--- src/sv/multilevel_feedback_queue_scheduler_top_assert.svh ---
// ----------------------------------------------------------------------------
// Scheduler assertion macros
// Clocked assertion wrappers shared by the scheduler modules.
// ----------------------------------------------------------------------------
`ifndef MULTILEVEL_FEEDBACK_QUEUE_SCHEDULER_TOP_ASSERT_SVH
`define MULTILEVEL_FEEDBACK_QUEUE_SCHEDULER_TOP_ASSERT_SVH

// Check a condition on every clock edge outside reset.
`define MFQS_ASSERT(label, prop, msg) \
  label: assert property (@(posedge clk) disable iff (!rst_n) (prop)) else $error(msg);

// Check that an event is followed by a condition in the next cycle.
`define MFQS_ASSERT_NEXT(label, ante, cons, msg) \
  label: assert property (@(posedge clk) disable iff (!rst_n) (ante) |=> (cons)) \
    else $error(msg);

`endif

--- src/sv/mfqs_pkg.sv ---
// ----------------------------------------------------------------------------
// Scheduler package
// Sizes, codes, types and helper functions of the feedback queue scheduler.
// ----------------------------------------------------------------------------
package mfqs_pkg;

  // Sizing
  localparam int QUEUE_DEPTH  = 16;
  localparam int TASK_ID_BITS = 16;
  localparam int LEVEL_COUNT  = 3;
  localparam int BOTTOM_LEVEL = 2;
  localparam int POS_W        = (QUEUE_DEPTH > 1) ? $clog2(QUEUE_DEPTH) : 1;
  localparam int CNT_W        = $clog2(QUEUE_DEPTH + 1);
  localparam int MEM_DEPTH    = LEVEL_COUNT * QUEUE_DEPTH;
  localparam int ADDR_W       = $clog2(MEM_DEPTH);

  // Port field widths
  localparam int OP_W         = 2;
  localparam int TASK_FIELD_W = 16;
  localparam int STATUS_W     = 2;
  localparam int LEVEL_W      = 2;
  localparam int SLICE_W      = 4;
  localparam int CFG_INDEX_W  = 2;
  localparam int CFG_DATA_W   = 4;

  typedef logic [TASK_ID_BITS-1:0] task_id_t;
  typedef logic [POS_W-1:0]        pos_t;
  typedef logic [CNT_W-1:0]        cnt_t;
  typedef logic [ADDR_W-1:0]       addr_t;
  typedef logic [LEVEL_W-1:0]      level_t;
  typedef logic [SLICE_W-1:0]      slice_t;
  typedef logic [OP_W-1:0]         op_t;
  typedef logic [STATUS_W-1:0]     status_t;

  // Operation codes
  localparam op_t OP_ADD        = 2'd0;
  localparam op_t OP_DISPATCH   = 2'd1;
  localparam op_t OP_SLICE_DONE = 2'd2;

  // Result status codes
  localparam status_t ST_OK       = 2'd0;
  localparam status_t ST_FULL     = 2'd1;
  localparam status_t ST_EMPTY    = 2'd2;
  localparam status_t ST_NO_GRANT = 2'd3;

  // Configuration register indexes
  localparam logic [CFG_INDEX_W-1:0] CFG_LEVEL0_LIMIT = 2'd0;
  localparam logic [CFG_INDEX_W-1:0] CFG_LEVEL1_LIMIT = 2'd1;
  localparam logic [CFG_INDEX_W-1:0] CFG_LEVEL2_LIMIT = 2'd2;

  // Slice limits after reset, one per level
  localparam slice_t LIMIT_RESET [LEVEL_COUNT] = '{4'd1, 4'd2, 4'd4};

  // Controller to datapath commands
  typedef struct packed {
    logic latch;    // capture the accepted item
    logic rd_en;    // read the head of the chosen FIFO
    logic commit;   // update state and load the result register
  } dp_cmd_t;

  // Datapath to controller status
  typedef struct packed {
    logic pop_needed;  // dispatch must pop a FIFO head first
    logic out_free;    // result register can take a new result
  } dp_stat_t;

  // Flat store address of a FIFO slot
  function automatic addr_t slot_addr(level_t lv, pos_t pos);
    logic [ADDR_W:0] a;
    a = (ADDR_W+1)'(lv) * (ADDR_W+1)'(QUEUE_DEPTH) + (ADDR_W+1)'(pos);
    return a[ADDR_W-1:0];
  endfunction

  // Tail position of a circular FIFO
  function automatic pos_t tail_pos(pos_t head, cnt_t count);
    logic [CNT_W:0] s;
    s = (CNT_W+1)'(head) + (CNT_W+1)'(count);
    if (s >= (CNT_W+1)'(QUEUE_DEPTH)) begin
      s = s - (CNT_W+1)'(QUEUE_DEPTH);
    end
    return s[POS_W-1:0];
  endfunction

  // Advance a head pointer with wrap
  function automatic pos_t next_pos(pos_t p);
    return (p == POS_W'(QUEUE_DEPTH - 1)) ? '0 : pos_t'(p + 1'b1);
  endfunction

endpackage

--- src/sv/mfqs_ifs.sv ---
// ----------------------------------------------------------------------------
// Scheduler channel interfaces
// Valid/ready channels for items, results and register writes.
// ----------------------------------------------------------------------------

// Input item channel
interface mfqs_in_if;
  logic                                valid;
  logic                                ready;
  logic [mfqs_pkg::OP_W-1:0]           operation;
  logic [mfqs_pkg::TASK_FIELD_W-1:0]   task_id;
  logic                                still_alive;

  modport source (output valid, operation, task_id, still_alive, input ready);
  modport sink   (input valid, operation, task_id, still_alive, output ready);
endinterface

// Result item channel
interface mfqs_out_if;
  logic                                valid;
  logic                                ready;
  logic [mfqs_pkg::STATUS_W-1:0]       status;
  logic [mfqs_pkg::TASK_FIELD_W-1:0]   grant_task;
  logic [mfqs_pkg::LEVEL_W-1:0]        grant_level;
  logic [mfqs_pkg::SLICE_W-1:0]        grant_slice;
  logic                                demoted;
  logic                                removed;

  modport source (output valid, status, grant_task, grant_level, grant_slice,
                  demoted, removed, input ready);
  modport sink   (input valid, status, grant_task, grant_level, grant_slice,
                  demoted, removed, output ready);
endinterface

// Register write channel
interface mfqs_cfg_if;
  logic                                valid;
  logic                                ready;
  logic [mfqs_pkg::CFG_INDEX_W-1:0]    index;
  logic [mfqs_pkg::CFG_DATA_W-1:0]     data;

  modport source (output valid, index, data, input ready);
  modport sink   (input valid, index, data, output ready);
endinterface

--- src/sv/mfqs_dp.sv ---
// ----------------------------------------------------------------------------
// Scheduler datapath
// Task store, per-level FIFO pointers, held slots, slice counters, grant
// tracking, slice limit registers and the result register.
// ----------------------------------------------------------------------------
module mfqs_dp (
  input  logic                                clk,
  input  logic                                rst_n,
  input  mfqs_pkg::dp_cmd_t                   cmd,
  output mfqs_pkg::dp_stat_t                  stat,
  input  logic [mfqs_pkg::OP_W-1:0]           in_operation,
  input  logic [mfqs_pkg::TASK_FIELD_W-1:0]   in_task_id,
  input  logic                                in_still_alive,
  input  logic                                cfg_we,
  input  logic [mfqs_pkg::CFG_INDEX_W-1:0]    cfg_index,
  input  logic [mfqs_pkg::CFG_DATA_W-1:0]     cfg_data,
  input  logic                                out_ready,
  output logic                                out_valid,
  output logic [mfqs_pkg::STATUS_W-1:0]       out_status,
  output logic [mfqs_pkg::TASK_FIELD_W-1:0]   out_grant_task,
  output logic [mfqs_pkg::LEVEL_W-1:0]        out_grant_level,
  output logic [mfqs_pkg::SLICE_W-1:0]        out_grant_slice,
  output logic                                out_demoted,
  output logic                                out_removed
);
  import mfqs_pkg::*;

  // Captured item
  op_t      op_r;
  task_id_t task_r;
  logic     alive_r;

  // Scheduler state
  pos_t     head_r       [LEVEL_COUNT];
  pos_t     head_nxt     [LEVEL_COUNT];
  cnt_t     count_r      [LEVEL_COUNT];
  cnt_t     count_nxt    [LEVEL_COUNT];
  task_id_t held_task_r  [LEVEL_COUNT];
  task_id_t held_task_nxt[LEVEL_COUNT];
  logic     held_valid_r  [LEVEL_COUNT];
  logic     held_valid_nxt[LEVEL_COUNT];
  slice_t   slices_r     [LEVEL_COUNT];
  slice_t   slices_nxt   [LEVEL_COUNT];
  slice_t   limit_r      [LEVEL_COUNT];
  slice_t   limit_nxt    [LEVEL_COUNT];
  logic     grant_r;
  logic     grant_nxt;
  level_t   glv_r;
  level_t   glv_nxt;

  // Task store
  task_id_t mem [MEM_DEPTH];
  task_id_t rd_data_r;
  addr_t    rd_addr;
  logic     wr_en;
  addr_t    wr_addr;

  // Level search
  logic     found;
  logic     found_held;
  level_t   found_lv;

  // Result
  logic     out_valid_r;
  logic     out_valid_nxt;
  status_t  res_status,  out_status_r;
  task_id_t res_task,    out_task_r;
  level_t   res_level,   out_level_r;
  slice_t   res_slice,   out_slice_r;
  logic     res_demoted, out_demoted_r;
  logic     res_removed, out_removed_r;

  // Slice-done helpers
  slice_t   cur_slice;
  level_t   dest_lv;

  // Capture the accepted item
  always_ff @(posedge clk) begin
    if (cmd.latch) begin
      op_r    <= in_operation;
      task_r  <= TASK_ID_BITS'(in_task_id);
      alive_r <= in_still_alive;
    end
  end

  // Find the first level with a held task or a queued one
  always_comb begin
    found      = 1'b0;
    found_held = 1'b0;
    found_lv   = '0;
    for (int i = 0; i < LEVEL_COUNT; i++) begin
      if (!found) begin
        if (held_valid_r[i]) begin
          found      = 1'b1;
          found_held = 1'b1;
          found_lv   = level_t'(i);
        end else if (count_r[i] != '0) begin
          found    = 1'b1;
          found_lv = level_t'(i);
        end
      end
    end
  end

  assign rd_addr         = slot_addr(found_lv, head_r[found_lv]);
  assign stat.pop_needed = (op_r == OP_DISPATCH) && !grant_r && found && !found_held;
  assign stat.out_free   = !out_valid_r || out_ready;

  assign cur_slice = slice_t'(slices_r[glv_r] + 1'b1);
  assign dest_lv   = (glv_r == level_t'(BOTTOM_LEVEL)) ? glv_r : level_t'(glv_r + 1'b1);

  // Work out the next state and the result of the current item
  always_comb begin
    head_nxt       = head_r;
    count_nxt      = count_r;
    held_task_nxt  = held_task_r;
    held_valid_nxt = held_valid_r;
    slices_nxt     = slices_r;
    grant_nxt      = grant_r;
    glv_nxt        = glv_r;
    wr_en          = 1'b0;
    wr_addr        = slot_addr('0, tail_pos(head_r[0], count_r[0]));
    res_status     = ST_OK;
    res_task       = '0;
    res_level      = '0;
    res_slice      = '0;
    res_demoted    = 1'b0;
    res_removed    = 1'b0;
    case (op_r)
      OP_ADD: begin
        if (count_r[0] == CNT_W'(QUEUE_DEPTH)) begin
          res_status = ST_FULL;
        end else begin
          wr_en        = 1'b1;
          count_nxt[0] = cnt_t'(count_r[0] + 1'b1);
        end
      end
      OP_DISPATCH: begin
        if (grant_r) begin
          res_task  = held_task_r[glv_r];
          res_level = glv_r;
          res_slice = cur_slice;
        end else if (!found) begin
          res_status = ST_EMPTY;
        end else begin
          grant_nxt = 1'b1;
          glv_nxt   = found_lv;
          res_level = found_lv;
          if (found_held) begin
            res_task  = held_task_r[found_lv];
            res_slice = slice_t'(slices_r[found_lv] + 1'b1);
          end else begin
            // pop the head into the held slot
            held_task_nxt[found_lv]  = rd_data_r;
            held_valid_nxt[found_lv] = 1'b1;
            slices_nxt[found_lv]     = '0;
            head_nxt[found_lv]       = next_pos(head_r[found_lv]);
            count_nxt[found_lv]      = cnt_t'(count_r[found_lv] - 1'b1);
            res_task                 = rd_data_r;
            res_slice                = slice_t'(1);
          end
        end
      end
      OP_SLICE_DONE: begin
        if (!grant_r) begin
          res_status = ST_NO_GRANT;
        end else begin
          grant_nxt = 1'b0;
          res_task  = held_task_r[glv_r];
          res_level = glv_r;
          res_slice = cur_slice;
          if (!alive_r) begin
            // drop the dead task
            held_valid_nxt[glv_r] = 1'b0;
            slices_nxt[glv_r]     = '0;
            res_removed           = 1'b1;
          end else if (cur_slice >= limit_r[glv_r]) begin
            // move the task on, one level down or back to the bottom
            slices_nxt[glv_r]     = '0;
            held_valid_nxt[glv_r] = 1'b0;
            wr_addr               = slot_addr(dest_lv, tail_pos(head_r[dest_lv],
                                                                count_r[dest_lv]));
            if (count_r[dest_lv] == CNT_W'(QUEUE_DEPTH)) begin
              res_status = ST_FULL;
            end else begin
              wr_en              = 1'b1;
              count_nxt[dest_lv] = cnt_t'(count_r[dest_lv] + 1'b1);
              res_demoted        = (dest_lv != glv_r);
            end
          end else begin
            slices_nxt[glv_r] = cur_slice;
          end
        end
      end
      default: begin
      end
    endcase
  end

  // Store write and registered head read
  always_ff @(posedge clk) begin
    if (cmd.commit && wr_en) begin
      mem[wr_addr] <= (op_r == OP_ADD) ? task_r : held_task_r[glv_r];
    end
    if (cmd.rd_en) begin
      rd_data_r <= mem[rd_addr];
    end
  end

  // Slice limit writes; indexes past the last level are ignored
  always_comb begin
    limit_nxt = limit_r;
    if (cfg_we && (cfg_index == CFG_LEVEL0_LIMIT || cfg_index == CFG_LEVEL1_LIMIT ||
                   cfg_index == CFG_LEVEL2_LIMIT)) begin
      limit_nxt[cfg_index] = slice_t'(cfg_data);
    end
  end

  // Result register: take a new result or drop the one taken
  always_comb begin
    out_valid_nxt = out_valid_r;
    if (cmd.commit) begin
      out_valid_nxt = 1'b1;
    end else if (out_ready) begin
      out_valid_nxt = 1'b0;
    end
  end

  // Control state
  always_ff @(posedge clk) begin
    if (!rst_n) begin
      for (int i = 0; i < LEVEL_COUNT; i++) begin
        head_r[i]       <= '0;
        count_r[i]      <= '0;
        held_valid_r[i] <= 1'b0;
        slices_r[i]     <= '0;
        limit_r[i]      <= LIMIT_RESET[i];
      end
      grant_r     <= 1'b0;
      glv_r       <= '0;
      out_valid_r <= 1'b0;
    end else begin
      if (cmd.commit) begin
        head_r       <= head_nxt;
        count_r      <= count_nxt;
        held_valid_r <= held_valid_nxt;
        slices_r     <= slices_nxt;
        grant_r      <= grant_nxt;
        glv_r        <= glv_nxt;
      end
      limit_r     <= limit_nxt;
      out_valid_r <= out_valid_nxt;
    end
  end

  // Held task ids and result payload
  always_ff @(posedge clk) begin
    if (cmd.commit) begin
      held_task_r   <= held_task_nxt;
      out_status_r  <= res_status;
      out_task_r    <= res_task;
      out_level_r   <= res_level;
      out_slice_r   <= res_slice;
      out_demoted_r <= res_demoted;
      out_removed_r <= res_removed;
    end
  end

  assign out_valid       = out_valid_r;
  assign out_status      = out_status_r;
  assign out_grant_task  = TASK_FIELD_W'(out_task_r);
  assign out_grant_level = out_level_r;
  assign out_grant_slice = out_slice_r;
  assign out_demoted     = out_demoted_r;
  assign out_removed     = out_removed_r;

`include "multilevel_feedback_queue_scheduler_top_assert.svh"

  `MFQS_ASSERT(a_count_bound, (count_r[0] <= CNT_W'(QUEUE_DEPTH)) && (count_r[1] <= CNT_W'(QUEUE_DEPTH)) && (count_r[2] <= CNT_W'(QUEUE_DEPTH)), "fifo count above depth")
  `MFQS_ASSERT(a_grant_held, !grant_r || held_valid_r[glv_r], "grant without held task")
  `MFQS_ASSERT(a_slice_room, (slices_r[0] != '1) && (slices_r[1] != '1) && (slices_r[2] != '1), "slice count at top")

endmodule

--- src/sv/mfqs_ctrl.sv ---
// ----------------------------------------------------------------------------
// Scheduler controller
// Sequences one item at a time: capture, decode, optional store read, commit.
// ----------------------------------------------------------------------------
module mfqs_ctrl (
  input  logic                clk,
  input  logic                rst_n,
  input  logic                in_valid,
  output logic                in_ready,
  input  mfqs_pkg::dp_stat_t  stat,
  output mfqs_pkg::dp_cmd_t   cmd
);
  import mfqs_pkg::*;

  localparam logic [1:0] S_IDLE   = 2'd0;
  localparam logic [1:0] S_DECODE = 2'd1;
  localparam logic [1:0] S_READ   = 2'd2;
  localparam logic [1:0] S_COMMIT = 2'd3;

  logic [1:0] state_r;
  logic [1:0] state_nxt;

  // Issue commands from the current state
  assign in_ready   = (state_r == S_IDLE);
  assign cmd.latch  = in_ready && in_valid;
  assign cmd.rd_en  = (state_r == S_DECODE) && stat.pop_needed;
  assign cmd.commit = (state_r == S_COMMIT) && stat.out_free;

  // Advance through the item
  always_comb begin
    state_nxt = state_r;
    case (state_r)
      S_IDLE: begin
        if (in_valid) state_nxt = S_DECODE;
      end
      S_DECODE: begin
        state_nxt = stat.pop_needed ? S_READ : S_COMMIT;
      end
      S_READ: begin
        state_nxt = S_COMMIT;
      end
      S_COMMIT: begin
        if (stat.out_free) state_nxt = S_IDLE;
      end
      default: begin
        state_nxt = S_IDLE;
      end
    endcase
  end

  always_ff @(posedge clk) begin
    if (!rst_n) begin
      state_r <= S_IDLE;
    end else begin
      state_r <= state_nxt;
    end
  end

`include "multilevel_feedback_queue_scheduler_top_assert.svh"

  `MFQS_ASSERT_NEXT(a_accept_blocks, cmd.latch, !in_ready, "new item taken while one is in work")
  `MFQS_ASSERT_NEXT(a_read_then_wait, cmd.rd_en, (state_r == S_READ) && !cmd.commit, "commit before store read returned")
  `MFQS_ASSERT_NEXT(a_commit_frees, cmd.commit, in_ready, "controller busy after commit")

endmodule

--- src/sv/multilevel_feedback_queue_scheduler_top.sv ---
// ----------------------------------------------------------------------------
// Multilevel feedback queue scheduler, top level
// Three-level task scheduler with per-level slice limits and held slots.
// ----------------------------------------------------------------------------
// Each item is handled on its own and returns exactly one result. An add, a
// slice-done report, a repeated dispatch, a dispatch that finds no task or a
// dispatch that resumes a held task runs through accept, decode and commit. A
// dispatch that pops a task from a level FIFO passes through a read state
// between decode and commit for the registered read of the shared 48-entry
// task store. The next item is accepted as soon as the previous result is
// loaded, even while that result still waits on out ready; a commit only
// stalls when the result register is still full.
// Slice limits are written through the cfg channel (index 0..2, index 3 is
// ignored) and are always ready; write them only while the block is idle.
// No clearing pass follows reset.
module multilevel_feedback_queue_scheduler_top (
  input  logic       clk,
  input  logic       rst_n,
  mfqs_in_if.sink    in_if,
  mfqs_out_if.source out_if,
  mfqs_cfg_if.sink   cfg_if
);
  import mfqs_pkg::*;

  dp_cmd_t  cmd;
  dp_stat_t stat;
  logic     in_ready;

  assign in_if.ready  = in_ready;
  assign cfg_if.ready = 1'b1;

  // Sequencer
  mfqs_ctrl u_ctrl (
    .clk      (clk),
    .rst_n    (rst_n),
    .in_valid (in_if.valid),
    .in_ready (in_ready),
    .stat     (stat),
    .cmd      (cmd)
  );

  // Queues, held slots and result register
  mfqs_dp u_dp (
    .clk             (clk),
    .rst_n           (rst_n),
    .cmd             (cmd),
    .stat            (stat),
    .in_operation    (in_if.operation),
    .in_task_id      (in_if.task_id),
    .in_still_alive  (in_if.still_alive),
    .cfg_we          (cfg_if.valid),
    .cfg_index       (cfg_if.index),
    .cfg_data        (cfg_if.data),
    .out_ready       (out_if.ready),
    .out_valid       (out_if.valid),
    .out_status      (out_if.status),
    .out_grant_task  (out_if.grant_task),
    .out_grant_level (out_if.grant_level),
    .out_grant_slice (out_if.grant_slice),
    .out_demoted     (out_if.demoted),
    .out_removed     (out_if.removed)
  );

endmodule
--- src/flat_wrapper.sv ---
// flat-port wrapper written by rule: the top's interface ports become plain ports
module multilevel_feedback_queue_scheduler_top_flat import mfqs_pkg::*;
  (clk, rst_n, in_if_valid, in_if_operation, in_if_task_id, in_if_still_alive, in_if_ready, out_if_valid, out_if_status, out_if_grant_task, out_if_grant_level, out_if_grant_slice, out_if_demoted, out_if_removed, out_if_ready, cfg_if_valid, cfg_if_index, cfg_if_data, cfg_if_ready);
  mfqs_in_if in_if_i ();
  mfqs_out_if out_if_i ();
  mfqs_cfg_if cfg_if_i ();
  input  logic clk;
  input  logic rst_n;
  input wire logic [$bits(in_if_i.valid)-1:0] in_if_valid;
  input wire logic [$bits(in_if_i.operation)-1:0] in_if_operation;
  input wire logic [$bits(in_if_i.task_id)-1:0] in_if_task_id;
  input wire logic [$bits(in_if_i.still_alive)-1:0] in_if_still_alive;
  output wire logic [$bits(in_if_i.ready)-1:0] in_if_ready;
  output wire logic [$bits(out_if_i.valid)-1:0] out_if_valid;
  output wire logic [$bits(out_if_i.status)-1:0] out_if_status;
  output wire logic [$bits(out_if_i.grant_task)-1:0] out_if_grant_task;
  output wire logic [$bits(out_if_i.grant_level)-1:0] out_if_grant_level;
  output wire logic [$bits(out_if_i.grant_slice)-1:0] out_if_grant_slice;
  output wire logic [$bits(out_if_i.demoted)-1:0] out_if_demoted;
  output wire logic [$bits(out_if_i.removed)-1:0] out_if_removed;
  input wire logic [$bits(out_if_i.ready)-1:0] out_if_ready;
  input wire logic [$bits(cfg_if_i.valid)-1:0] cfg_if_valid;
  input wire logic [$bits(cfg_if_i.index)-1:0] cfg_if_index;
  input wire logic [$bits(cfg_if_i.data)-1:0] cfg_if_data;
  output wire logic [$bits(cfg_if_i.ready)-1:0] cfg_if_ready;
  assign in_if_i.valid = in_if_valid;
  assign in_if_i.operation = in_if_operation;
  assign in_if_i.task_id = in_if_task_id;
  assign in_if_i.still_alive = in_if_still_alive;
  assign in_if_ready = in_if_i.ready;
  assign out_if_valid = out_if_i.valid;
  assign out_if_status = out_if_i.status;
  assign out_if_grant_task = out_if_i.grant_task;
  assign out_if_grant_level = out_if_i.grant_level;
  assign out_if_grant_slice = out_if_i.grant_slice;
  assign out_if_demoted = out_if_i.demoted;
  assign out_if_removed = out_if_i.removed;
  assign out_if_i.ready = out_if_ready;
  assign cfg_if_i.valid = cfg_if_valid;
  assign cfg_if_i.index = cfg_if_index;
  assign cfg_if_i.data = cfg_if_data;
  assign cfg_if_ready = cfg_if_i.ready;
  multilevel_feedback_queue_scheduler_top u_core (.clk(clk), .rst_n(rst_n), .in_if(in_if_i), .out_if(out_if_i), .cfg_if(cfg_if_i));
endmodule
--- config.mk ---
export PLATFORM = sky130hd
export DESIGN_NAME = multilevel_feedback_queue_scheduler_top_flat
export DESIGN_NICKNAME = d
export VERILOG_FILES = /design/src/sv/mfqs_pkg.sv /design/src/sv/mfqs_ifs.sv /design/src/sv/mfqs_dp.sv /design/src/sv/mfqs_ctrl.sv /design/src/sv/multilevel_feedback_queue_scheduler_top.sv /design/src/flat_wrapper.sv
export VERILOG_INCLUDE_DIRS = /design/src /design/src/sv
export SDC_FILE = /design/constraint.sdc
export NUM_CORES = 1
export LEC_CHECK = 0
export BUFFER_PORTS_ARGS = -buffer_cell sky130_fd_sc_hd__buf_2
export CAP_MARGIN = 10
export CELL_PAD_IN_SITES_DETAIL_PLACEMENT = 2
export CELL_PAD_IN_SITES_GLOBAL_PLACEMENT = 2
export CORE_MARGIN = 2
export CORE_UTILIZATION = 25
export DETAILED_ROUTE_END_ITERATION = 6
export PLACE_DENSITY = 0.48
export SLEW_MARGIN = 20
export SYNTH_ARGS = -nofsm -noshare
export SYNTH_HDL_FRONTEND = slang
export SYNTH_SLANG_ARGS = --single-unit
--- constraint.sdc ---
create_clock -name clk -period 7.1 [get_ports clk]
set_input_delay 1.42 -clock clk [delete_from_list [all_inputs] [get_ports clk]]
set_output_delay 1.42 -clock clk [all_outputs]
set_load 0.01 [all_outputs]
==> impl_metrics.yaml <==
critical_path:
  endpoint_kind: "flip-flop"
  path_class: "flip-flop to flip-flop"
  cp-start-kind: "flip-flop"
  critPathMaxStageDelay_ns: 0.84
  path_cells: "nor2b_1, nand2_1, o21ai_1, nand3_1, xnor2_1, ha_1, or2_2, nand3_1, or2_0, mux2i_1, nand2_1, nor2_2"
  critPathArrivalTime_ns: 6.30
  cp_slowest_cell: "nor2_2"
  worst_ep_required_time_ns: 7.43
  crit_fanout: 16
yosys:
  syn-num-nets: 3013
  synth_mux_area_share_pct: 5.22
  synthCells: 2952
  synth_top_family_by_area: "simple AND/OR/NAND/NOR gates"
  synth_compound_area_share_pct: 10.4
  ys_ff_latch: 937
  synthFlopType: "edfxtp_1"
  synth-xor-area-share_pct: 0.446
  synth_edf_count: 877
  ys_seq_area_share_pct: 70.1
  synth_cell_types: 85
  synth-simple-area-share_pct: 10.4
  async_flop_share_pct: 0
  syn_avg_cell_area_um2: 13.3
  synthAdderAreaFrac_pct: 1.03
  synth_area_mm2: 0.0393
  yosys_warnings: 0
floorplanning:
  die_h_um: 401
  num_rows: 145
  dieArea_mm2: 0.160
  die_x_um: 401
  start_util_pct: 25.2
  ioPinCount: 59
  core_mm2: 0.156
clocking:
  cts.clk_slew.worst_paths_ns: 0.06
  cts-root-buf: "clkbuf_16"
  cts_tree: "built"
  numCtsBuffers: 108
  ctsResizeCount: 0
  cts-htree-levels: 3
  clkSinkCount: 937
  clk_latency_ns: 0.74
  cts_buffer_depth: 3
  postCtsHoldBufs: 0
  cts_setup_buffers: 0
place:
  gp_congestion: 0.823
  dpl.hpwl_mm: 93.1
  dpl_worst_slack_ns: 0.987
  io_buffer_count: 57
route:
  wl_per_cell_um: 28.6
  drc: 0
  drtIter0Drc: 1840
  vias: 25600
  vias_per_cell: 4.93
  drtAntennaViolNets: 0
  drtPass1Iterations: 5
  routed_wirelength_mm: 148
sta:
  timing_hold_violations_final: 0
  max_freq_ghz: 0.168
  finalSetupViolCount: 0
  rsz0062_at_grt: "no"
  fin_crit_sh_pct: 84.0
  timing.final.ws_setup_ns: 1.13
  relSlewSlack_pct: 24.6
  skew_ns: 0.0383
  final_max_slew_viol_count: 0
  layout_min_cycle_time_ns: 5.97
  fin_setup_tns_ns: 0
  worst_pin_slew_ns: 1.12
global_route:
  antenna_found_initial: 9
  grt-ovfl-total: 0
  grt_pass1_vias: 27500
  grt_util_all_layers_pct: 18.2
  grt_max_degree: 149
  grt_pass1_wl_mm: 212
layout:
  final_cell_mix: "edfxtp_1, nand2_1, nor2_1, a21oi_1, mux2i_1"
  layout-drive-gt1-share_pct: 13.1
  area_delta_synth_final_pct: 16.3
  final_common_cell: "edfxtp_1"
  post-route-util_pct: 29.3
  nNetsFinal: 3097
power_and_ir_drop:
  leakage_uw: 0.0148
  powerDensity_mw_per_mm2: 279
  ir_drop_v: 0.000210
hold_path:
  hold_class: "flip-flop to flip-flop"
run:
  drv_cap: 0
outcome:
  status: "finished, final reports clean"
-- per-stage QoR --
step	instance area (um^2)	power (uW)	instances	hold WS, ns
finish	45700	12700	5188	0.502
global route	45700	13200	5185	0.520
CTS	45700	12900	5185	0.502
detailed placement	42200	7290	4984	0.478
global placement	42200	7260	4984	0.478
floorplan	39300	6770	2952	0.441
-- state kept, by name, summed over array words and instances (netlist names), 2 cells and up --
signal                       count
u_core.u_dp.held_task_r         48
u_core.u_dp.out_grant_task      16
u_core.u_dp.rd_data_r           16
u_core.u_dp.count_r             15
u_core.u_dp.mem                768
u_core.u_dp.held_valid_r         3
u_core.u_dp.limit_r             12
u_core.u_dp.slices_r            12
u_core.u_dp.task_r              16
u_core.u_dp.op_r                 2
u_core.u_dp.glv_r                2
u_core.u_dp.head_r              12
u_core.u_dp.out_grant_level      2
u_core.u_dp.out_status           2
u_core.u_ctrl.state_r            2
u_core.u_dp.out_grant_slice      4
-- area by class of cell --
| cell class | instances | area, um^2 |
|---|---|---|
| fillers | 16300 | 111000 |
| clock buffers | 137 | 2850 |
| multi-input cells | 1808 | 10900 |
| flip-flops and latches | 937 | 27500 |
| well taps | 2058 | 2570 |
| diodes | 3 | 7.51 |
| repair buffers | 158 | 1070 |
| clock inverters | 64 | 646 |
| inverters | 23 | 96.3 |
-- power by group --
part / switching (uW) / internal (uW)
clock: 2360 / 3240
combinational: 676 / 156
sequential: 37.0 / 6270
-- worst paths after layout --
kind / from / to / slack, ns / depth (start not counted)
min: u_core.u_dp.limit_r[5]$_SDFFE_PN1P_ / u_core.u_dp.limit_r[5]$_SDFFE_PN1P_ / 0.50 / 2
max: u_core.u_dp.glv_r[1]$_SDFFE_PN0P_ / u_core.u_dp.mem[41][13]$_DFFE_PP_ / 1.13 / 12
min reg2reg: u_core.u_dp.limit_r[5]$_SDFFE_PN1P_ / u_core.u_dp.limit_r[5]$_SDFFE_PN1P_ / 0.50 / 2
max reg2reg: u_core.u_dp.glv_r[1]$_SDFFE_PN0P_ / u_core.u_dp.mem[41][13]$_DFFE_PP_ / 1.13 / 12
-- Yosys cell counts, types with 33 or more instances --
cell | n | area (um^2)
dfxtp_1 | 60 | 1200
nand2_1 | 554 | 2080
nand3_1 | 77 | 385
buf_2 | 48 | 240
edfxtp_1 | 877 | 26300
a21oi_1 | 151 | 756
clkbuf_1 | 96 | 360
o22ai_1 | 40 | 250
nor2_1 | 179 | 672
o21ai_0 | 81 | 405
and3_1 | 46 | 288
mux2_2 | 51 | 574
mux2i_1 | 130 | 1300
a31oi_1 | 53 | 332
a22oi_1 | 33 | 248
-- cells by family (layout without fill, tap and decap cells) --
| family | Yosys count | after routing |
|---|---|---|
| XOR/XNOR | 20 | 20 |
| AND/OR/NAND/NOR | 953 | 953 |
| adder cells (fa/ha/maj) | 32 | 32 |
| other | 1 | 4 |
| flip-flops | 937 | 937 |
| AO/OA/AOI/OAI | 609 | 609 |
| multiplexers | 193 | 193 |
| buffers and inverters | 207 | 382 |
-- routing by layer --
metal	routed length, um	GRT usage, %	part of all wire (%)	vias to the layer above
li1	-	-	-	11300
met1	68500	24.8	46	13600
met2	71000	30.1	48	437
met3	4430	2.36	3.0	180
met4	4160	5.29	2.8	2
met5	13	0	0.0088	-
-- worst max-delay path: cells and delay by family, from the launching register on --
kind                       cells  cell delay, ns
AOI/OAI and AO/OA              1            0.31
xor gates and xnor gates       1            0.41
adders and majority gates      1            0.32
DFF                            1            0.65
muxes                          1            0.60
and+or+nand+nor                8            3.26
Note: power is estimated with default switching activity, not from simulation.
